--- src/design/vector_clock_min_tracker_core_macros.svh ---
`ifndef VECTOR_CLOCK_MIN_TRACKER_CORE_MACROS_SVH
`define VECTOR_CLOCK_MIN_TRACKER_CORE_MACROS_SVH

// same-cycle implication, checked outside reset
`define VCMT_ASSERT_IMP(label, ante, cons) \
	label: assert property (@(posedge clk) disable iff (!arst_n) (ante) |-> (cons)) \
		else $error("vcmt assertion failed");

// next-cycle implication, checked outside reset
`define VCMT_ASSERT_NEXT(label, ante, cons) \
	label: assert property (@(posedge clk) disable iff (!arst_n) (ante) |=> (cons)) \
		else $error("vcmt assertion failed");

`endif

--- src/design/vcmt_pkg.sv ---
package vcmt_pkg;

	localparam int ID_W            = 6;
	localparam int ID_SPACE        = 64;
	localparam int CLK_W           = 31;
	localparam int MIN_W           = 32;
	localparam int OP_W            = 2;
	localparam int IN_W            = 40;
	localparam int OUT_W           = 104;
	localparam int MAX_WORKERS_DEF = 64;

	localparam logic [CLK_W-1:0] CLK_MAX   = {CLK_W{1'b1}};
	localparam logic [MIN_W-1:0] MIN_EMPTY = {MIN_W{1'b1}};

	typedef enum logic [OP_W-1:0] {
		OP_ADD        = 2'd0,
		OP_TICK       = 2'd1,
		OP_TICK_UNTIL = 2'd2,
		OP_QUERY      = 2'd3
	} op_t;

	typedef struct packed {
		logic             start;
		logic [ID_W-1:0]  self_id;
		logic [CLK_W-1:0] m;
	} scan_ctrl_t;

	typedef struct packed {
		logic             done;
		logic             found_eq;
		logic             nx_vld;
		logic [CLK_W-1:0] nx;
	} scan_stat_t;

endpackage

--- src/design/vcmt_clock_mem.sv ---
module vcmt_clock_mem
	import vcmt_pkg::*;
#(
	parameter int DEPTH = MAX_WORKERS_DEF,
	parameter int AW    = $clog2(DEPTH)
) (
	input  logic             clk,
	input  logic             we,
	input  logic [AW-1:0]    waddr,
	input  logic [CLK_W-1:0] wdata,
	input  logic [AW-1:0]    raddr,
	output logic [CLK_W-1:0] rdata
);

	logic [CLK_W-1:0] mem [DEPTH];

	always_ff @(posedge clk) begin
		if (we) begin
			mem[waddr] <= wdata;
		end
		rdata <= mem[raddr];
	end

endmodule

--- src/design/vcmt_scan.sv ---
module vcmt_scan
	import vcmt_pkg::*;
#(
	parameter int DEPTH = MAX_WORKERS_DEF,
	parameter int AW    = $clog2(DEPTH)
) (
	input  logic             clk,
	input  logic             arst_n,
	input  scan_ctrl_t       ctrl,
	input  logic [DEPTH-1:0] valid,
	input  logic [CLK_W-1:0] rdata,
	output logic [AW-1:0]    raddr,
	output logic             busy,
	output scan_stat_t       stat
);

	logic             busy_q;
	logic [AW-1:0]    idx_q;
	logic             chk_s1;
	logic             last_s1;
	logic [AW-1:0]    chk_idx_s1;
	logic             found_q;
	logic             nxv_q;
	logic [CLK_W-1:0] nx_q;
	logic             done_q;
	logic             idx_last;
	logic             hit;

	assign idx_last = (idx_q == AW'(DEPTH - 1));
	assign hit      = chk_s1 && valid[chk_idx_s1] && (chk_idx_s1 != ctrl.self_id[AW-1:0]);

	always_ff @(posedge clk or negedge arst_n) begin
		if (!arst_n) begin
			busy_q  <= 1'b0;
			idx_q   <= '0;
			chk_s1  <= 1'b0;
			last_s1 <= 1'b0;
			found_q <= 1'b0;
			nxv_q   <= 1'b0;
			done_q  <= 1'b0;
		end else begin
			done_q     <= chk_s1 && last_s1;
			chk_s1     <= busy_q;
			last_s1    <= idx_last;
			chk_idx_s1 <= idx_q;
			if (ctrl.start) begin
				busy_q  <= 1'b1;
				idx_q   <= '0;
				found_q <= 1'b0;
				nxv_q   <= 1'b0;
			end else begin
				if (busy_q) begin
					idx_q <= idx_q + AW'(1);
					if (idx_last) begin
						busy_q <= 1'b0;
					end
				end
				if (hit) begin
					if (rdata == ctrl.m) begin
						found_q <= 1'b1;
					end else if (rdata > ctrl.m && (!nxv_q || rdata < nx_q)) begin
						nx_q  <= rdata;
						nxv_q <= 1'b1;
					end
				end
			end
		end
	end

	assign raddr         = idx_q;
	assign busy          = busy_q;
	assign stat.done     = done_q;
	assign stat.found_eq = found_q;
	assign stat.nx_vld   = nxv_q;
	assign stat.nx       = nx_q;

endmodule

--- src/design/vector_clock_min_tracker_core.sv ---
// Path from accept to m_axis_tvalid: an id at or above MAX_WORKERS goes straight to the output
// state; add, query, a dropped tick and a tick-until with no work read the clock table and
// finish; a tick or tick-until that cannot raise the minimum also passes the check state;
// otherwise the min(MAX_WORKERS, 64) table entries are scanned, one entry per cycle.
// Throughput: one transaction at a time; s_axis_tready rises with m_axis_tvalid. Reset:
// arst_n clears the valid map, sets the tracked minimum to -1, empties the output.
`include "vector_clock_min_tracker_core_macros.svh"

module vector_clock_min_tracker_core
	import vcmt_pkg::*;
#(
	parameter int MAX_WORKERS = MAX_WORKERS_DEF
) (
	input  logic             clk,
	input  logic             arst_n,
	input  logic             s_axis_tvalid,
	output logic             s_axis_tready,
	// [1:0] operation, [7:2] worker_id, [38:8] clock_value, [39] zero
	input  logic [IN_W-1:0]  s_axis_tdata,
	output logic             m_axis_tvalid,
	input  logic             m_axis_tready,
	// [30:0] returned_min, [31] min_advanced, [62:32] entry_clock,
	// [94:63] cur_min, [95] unknown_id, [96] overflow, [103:97] zero
	output logic [OUT_W-1:0] m_axis_tdata
);

	localparam int DEPTH = (MAX_WORKERS < ID_SPACE) ? MAX_WORKERS : ID_SPACE;
	localparam int AW    = $clog2(DEPTH);

	typedef enum logic [2:0] {
		ST_IDLE,
		ST_RD,
		ST_EVAL,
		ST_CHK,
		ST_SCAN,
		ST_DONE
	} state_t;

	state_t           state_q;
	logic [DEPTH-1:0] valid_q;
	logic [MIN_W-1:0] min_q;
	op_t              op_q;
	logic [ID_W-1:0]  id_q;
	logic [AW-1:0]    addr_q;
	logic [CLK_W-1:0] cv_q;
	logic [CLK_W-1:0] e0_q;
	logic [CLK_W-1:0] t_q;
	logic [CLK_W-1:0] res_ret_q;
	logic             res_adv_q;
	logic [CLK_W-1:0] res_ec_q;
	logic             res_unk_q;
	logic             res_ovf_q;
	logic             m_tvalid_q;
	logic [OUT_W-1:0] m_tdata_q;

	logic             in_acc;
	logic             id_ok;
	logic             vld;
	logic [CLK_W-1:0] e0;
	logic             run_cond;
	logic [CLK_W-1:0] m_new;

	logic             mem_we;
	logic [CLK_W-1:0] mem_wdata;
	logic [AW-1:0]    mem_raddr;
	logic [CLK_W-1:0] mem_rdata;

	scan_ctrl_t       scan_ctrl;
	scan_stat_t       scan_stat;
	logic [AW-1:0]    scan_raddr;
	logic             scan_busy;

	assign s_axis_tready = (state_q == ST_IDLE);
	assign in_acc        = s_axis_tvalid && s_axis_tready;
	assign id_ok         = (32'(s_axis_tdata[7:2]) < 32'(MAX_WORKERS));

	assign vld      = valid_q[addr_q];
	assign e0       = vld ? mem_rdata : '0;
	assign run_cond = !min_q[MIN_W-1] && (e0_q <= min_q[CLK_W-1:0])
		&& (t_q > min_q[CLK_W-1:0]);
	assign m_new    = (scan_stat.nx_vld && scan_stat.nx < t_q) ? scan_stat.nx : t_q;
	assign mem_raddr = scan_busy ? scan_raddr : addr_q;

	always_comb begin
		mem_we            = 1'b0;
		mem_wdata         = t_q;
		scan_ctrl.start   = 1'b0;
		scan_ctrl.self_id = id_q;
		scan_ctrl.m       = min_q[CLK_W-1:0];
		case (state_q)
			ST_EVAL: begin
				case (op_q)
					OP_ADD: begin
						mem_we    = 1'b1;
						mem_wdata = cv_q;
					end
					OP_TICK_UNTIL: begin
						if (!(cv_q > e0) && !vld) begin
							mem_we    = 1'b1;
							mem_wdata = '0;
						end
					end
					default: begin
					end
				endcase
			end
			ST_CHK: begin
				if (run_cond) begin
					scan_ctrl.start = 1'b1;
				end else begin
					mem_we = 1'b1;
				end
			end
			ST_SCAN: begin
				mem_we = scan_stat.done;
			end
			default: begin
			end
		endcase
	end

	always_ff @(posedge clk or negedge arst_n) begin
		if (!arst_n) begin
			state_q    <= ST_IDLE;
			valid_q    <= '0;
			min_q      <= MIN_EMPTY;
			m_tvalid_q <= 1'b0;
		end else begin
			if (m_tvalid_q && m_axis_tready && state_q != ST_DONE) begin
				m_tvalid_q <= 1'b0;
			end
			case (state_q)
				ST_IDLE: begin
					if (in_acc) begin
						op_q      <= op_t'(s_axis_tdata[1:0]);
						id_q      <= s_axis_tdata[7:2];
						addr_q    <= s_axis_tdata[2 +: AW];
						cv_q      <= s_axis_tdata[38:8];
						res_ret_q <= '0;
						res_adv_q <= 1'b0;
						res_ec_q  <= '0;
						res_ovf_q <= 1'b0;
						res_unk_q <= !id_ok;
						state_q   <= id_ok ? ST_RD : ST_DONE;
					end
				end
				ST_RD: begin
					state_q <= ST_EVAL;
				end
				ST_EVAL: begin
					e0_q <= e0;
					case (op_q)
						OP_ADD: begin
							valid_q[addr_q] <= 1'b1;
							res_ec_q        <= cv_q;
							state_q         <= ST_DONE;
							if (min_q == MIN_EMPTY || $signed({1'b0, cv_q}) < $signed(min_q)) begin
								min_q <= {1'b0, cv_q};
							end
						end
						OP_TICK: begin
							valid_q[addr_q] <= 1'b1;
							res_ec_q        <= e0;
							if (e0 == CLK_MAX) begin
								res_ovf_q <= 1'b1;
								state_q   <= ST_DONE;
							end else begin
								t_q     <= e0 + CLK_W'(1);
								state_q <= ST_CHK;
							end
						end
						OP_TICK_UNTIL: begin
							valid_q[addr_q] <= 1'b1;
							res_ec_q        <= e0;
							if (cv_q > e0) begin
								t_q     <= cv_q;
								state_q <= ST_CHK;
							end else begin
								state_q <= ST_DONE;
							end
						end
						default: begin
							res_ec_q  <= e0;
							res_unk_q <= !vld;
							state_q   <= ST_DONE;
						end
					endcase
				end
				ST_CHK: begin
					res_ec_q <= t_q;
					state_q  <= run_cond ? ST_SCAN : ST_DONE;
				end
				ST_SCAN: begin
					if (scan_stat.done) begin
						if (!scan_stat.found_eq) begin
							min_q     <= {1'b0, m_new};
							res_ret_q <= m_new;
							res_adv_q <= 1'b1;
						end
						state_q <= ST_DONE;
					end
				end
				ST_DONE: begin
					if (!m_tvalid_q || m_axis_tready) begin
						m_tvalid_q <= 1'b1;
						m_tdata_q  <= {7'b0, res_ovf_q, res_unk_q, min_q, res_ec_q,
							res_adv_q, res_ret_q};
						state_q    <= ST_IDLE;
					end
				end
				default: begin
					state_q <= ST_IDLE;
				end
			endcase
		end
	end

	assign m_axis_tvalid = m_tvalid_q;
	assign m_axis_tdata  = m_tdata_q;

	vcmt_clock_mem #(
		.DEPTH(DEPTH),
		.AW   (AW)
	) u_mem (
		.clk  (clk),
		.we   (mem_we),
		.waddr(addr_q),
		.wdata(mem_wdata),
		.raddr(mem_raddr),
		.rdata(mem_rdata)
	);

	vcmt_scan #(
		.DEPTH(DEPTH),
		.AW   (AW)
	) u_scan (
		.clk   (clk),
		.arst_n(arst_n),
		.ctrl  (scan_ctrl),
		.valid (valid_q),
		.rdata (mem_rdata),
		.raddr (scan_raddr),
		.busy  (scan_busy),
		.stat  (scan_stat)
	);

	`VCMT_ASSERT_NEXT(a_accept_leaves_idle, in_acc, state_q != ST_IDLE)
	`VCMT_ASSERT_IMP(a_scan_done_in_scan, scan_stat.done, state_q == ST_SCAN)
	`VCMT_ASSERT_IMP(a_adv_nonzero, m_axis_tvalid && m_axis_tdata[31], m_axis_tdata[30:0] != 0)
	`VCMT_ASSERT_IMP(a_no_write_while_scan, scan_busy, !mem_we)

endmodule
--- config.mk ---
export PLATFORM = sky130hd
export DESIGN_NAME = vector_clock_min_tracker_core
export DESIGN_NICKNAME = d
export VERILOG_FILES = /design/src/design/vcmt_pkg.sv /design/src/design/vcmt_clock_mem.sv /design/src/design/vcmt_scan.sv /design/src/design/vector_clock_min_tracker_core.sv
export VERILOG_INCLUDE_DIRS = /design/src /design/src/design
export SDC_FILE = /design/constraint.sdc
export NUM_CORES = 2
export LEC_CHECK = 0
export BUFFER_PORTS_ARGS = -buffer_cell sky130_fd_sc_hd__buf_2
export CAP_MARGIN = 20
export CORE_MARGIN = 2
export CORE_UTILIZATION = 35
export CTS_BUF_LIST = sky130_fd_sc_hd__clkbuf_4
export DETAILED_ROUTE_END_ITERATION = 10
export GPL_ROUTABILITY_DRIVEN = 1
export RECOVER_POWER = 25
export SLEW_MARGIN = 20
export SYNTH_ARGS = -nofsm -noshare
export SYNTH_HDL_FRONTEND = slang
export SYNTH_HIERARCHICAL = 1
export SYNTH_SLANG_ARGS = --single-unit
--- constraint.sdc ---
create_clock -name clk -period 21.4 [get_ports clk]
set_input_delay 1.07 -clock clk [delete_from_list [all_inputs] [get_ports clk]]
set_output_delay 1.07 -clock clk [all_outputs]
set_load 0.03 [all_outputs]
==> results.yml <==
route:
  drc: 0
  vias: 54850
  wl_um: 263700
  wl_per_cell_um: 25.75
  ant_nets: 0
  drtIter0Drc: 5595
  avgViaCountPerCell: 5.354
  drt_pass1_iterations: 6
power_and_ir_drop:
  pwr-share-clk_pct: 27.9
  p_total_mw: 13.85
  peakVddDrop_mv: 0.08723
  pwr-share-seq_pct: 41.9
  comb_power_share_pct: 30.2
  power_leakage_nw: 38.58
  swShare_pct: 33.25
  pwr_density_cell_nw_per_um2: 122.9
  switching_power_mw: 4.605
  internal_power_mw: 9.246
synth:
  synth_edf_count: 2284
  synth-main-ff-cell: "edfxtp_1"
  synth.cell_area_um2: 99120
  synth_most_common_cell: "edfxtp_1"
  synth_area_leaders: "edfxtp_1, mux4_2, mux2i_1"
  synth_top_area_share_pct: 69.20
  ys_top_cells_by_count: "edfxtp_1, mux4_2, mux2i_1, ha_1, nor2_1"
  synth_top_area_cell: "edfxtp_1"
  yosysSeqAreaShare_pct: 72.69
  ys_seq_elements: 2427
  ys_async_sr_fraction_pct: 4.615
  yosys_warnings: 6
  synthCells: 5385
  synth_cell_types: 81
  avgSynthCellArea_um2: 18.41
timing:
  hold_violations: 0
  fin_ws_ns: 6.567
  fin_crit_ns: 14.83
  finalSetupViolations: 0
  setup_tns_ns: 0
  rsz0062_at_grt: "no"
  tightest_slew_ns: 4.310
  fmax_mhz: 67.42
  slew_headroom_pct: -187.3
  hold_ws_ns: 0.1980
  final_max_slew_viol_count: 1869
  fin_skew_ns: 0.1297
  timing.final.crit_share_pct: 69.31
cts:
  clk_latency_ns: 1.42
  clk_path_buf_depth: 4
  root_buffer: "clkbuf_4"
  cts_tree: "done"
  cts_setup_buffers: 0
  cts.clk_slew.worst_paths_ns: 0.06
  numCtsBuffers: 632
  cts.sinks: 2427
  postCtsHoldBufs: 41
  h-tree-depth: 6
  cts.repair.resized: 0
die:
  start_util_pct: 35.14
  num_rows: 195
  die_width_um: 536.2
  fp.dieH_um: 536.2
  core_area_um2: 282000
  die-area_um2: 287500
  ioPinCount: 150
place:
  placed_area_um2: 105000
  dp_slack_ns: 12.81
  numPortBuffers: 141
  dpl.hpwl_um: 152400
  gp_congestion: 0.8952
  placed_cells: 9150
grt:
  grt_max_degree: 116
  grt_pass1_vias: 55950
  grt_use_total_pct: 18.02
  antenna_found_initial: 19
  gr-total-overflow: 0
  grt_pass1_wl_um: 378100
outcome:
  failed_checks: "max-capacitance violations, max-slew violations"
  status: "complete, but fails checks"
setup_path:
  cp_max_fo: 62
  crit_arrival_ns: 16.06
  critPathRequiredTime_ns: 22.62
  r2r_cells: 9
  critPathLaunchType: "flop"
  crit_type: "flop to flop"
  critPathCaptureType: "flop"
layout:
  final_cells: 10240
  finalNetCount: 6348
  n_fill_cell: 25780
  utilization_pct: 39.96
  drive_gt1_share_pct: 26.07
  final_area_um2: 112700
  synthToLayoutAreaGrowth_pct: 13.70
worst_hold_path:
  holdPathStages: 5
  hold_path_class: "input pin to flop"
flow_run:
  cap_violations: 37
## routing by layer
metal / GRT usage (%) / up-vias / part of all wire [%]
li1: - / 23580 / -
met1: 24.49 / 28390 / 41
met2: 28.73 / 2501 / 47
met3: 3.601 / 376 / 8.5
met4: 6.467 / 2 / 2.9
met5: 0 / - / 0.0049
## cells by family (layout without fill, tap and decap cells)
family          after synthesis  after routing  share of synthesized area (%)
flops                      2427           2427                          72.69
buf+inv                     468           1570                          2.156
compound gates              813            813                          5.533
mux                         813            813                          13.58
other cells                   1             15                       0.003783
xor+xnor                     38             38                         0.3358
fa+ha+maj                   220            220                          2.777
simple gates                605            605                          2.930
## area by class of cell
type | instances | area (µm²) | share of cell area (%)
Sequential cell | 2427 | 72050 | 63.93
Clock inverter | 137 | 780.7 | 0.6928
Inverter | 186 | 699.4 | 0.6206
Multi-Input combinational cell | 2496 | 25530 | 22.66
Antenna cell | 8 | 20.02 | 0.01776
Timing Repair Buffer | 341 | 2128 | 1.889
Clock buffer | 906 | 6802 | 6.035
Tap cell | 3743 | 4683 | 4.156
## placed cells by master, fill, tap and decap left out, types with 53 or more instances in the layout
cell type / instances
a21o_1: 83
o31ai_1: 53
a21oi_1: 105
mux4_2: 420
nand2_1: 142
inv_1: 184
nor2_4: 62
ha_1: 219
clkbuf_4: 907
buf_4: 115
a31oi_1: 57
clkinv_1: 94
clkbuf_1: 148
mux2i_1: 343
nor2_1: 132
o21ai_0: 126
dfrtp_1: 80
edfxtp_1: 2284
a22oi_1: 148
o22ai_1: 87
## registers in the layout (all words and copies together) (netlist names), 31 cells and up
register / count
t_q: 31
u_mem/mem: 1984
m_axis_tdata: 97
u_mem/rdata: 31
res_ret_q: 31
min_q: 32
res_ec_q: 31
valid_q: 64
e0_q: 31
cv_q: 31
u_scan/nx_q: 31
## path summary, 6_finish.rpt
check,from,end,slack [ns]
max,addr_q[2],u_mem/rdata[6],6.57
min,s_axis_tvalid,state_q[0],0.20
max reg2reg,addr_q[2],u_mem/rdata[6],6.57
min reg2reg,res_ec_q[23],m_axis_tdata[55],0.40
max in group asynchronous,arst_n,valid_q[49],14.99
min in group asynchronous,arst_n,u_scan/nxv_q,1.10
## power groups by stage
stage	sequential, mW	clock [mW]	combinational [mW]
after floorplan	5.80	0	2.81
after global placement	5.89	0	4.12
after detailed placement	5.90	0	4.17
after CTS	5.80	3.97	4.18
after global routing	5.83	4.21	4.46
final	5.81	3.86	4.18
## critical path, stage by stage (launching register included)
cell	delay, ns
edfxtp_1	0.32
clkbuf_1	2.06
mux2_1	2.50
clkbuf_1	2.67
clkbuf_1	1.79
clkbuf_1	2.67
mux4_2	0.69
o22ai_1	0.19
o31ai_1	1.14
and3_1	0.46
No activity file was read; power rests on OpenSTA's default activity.
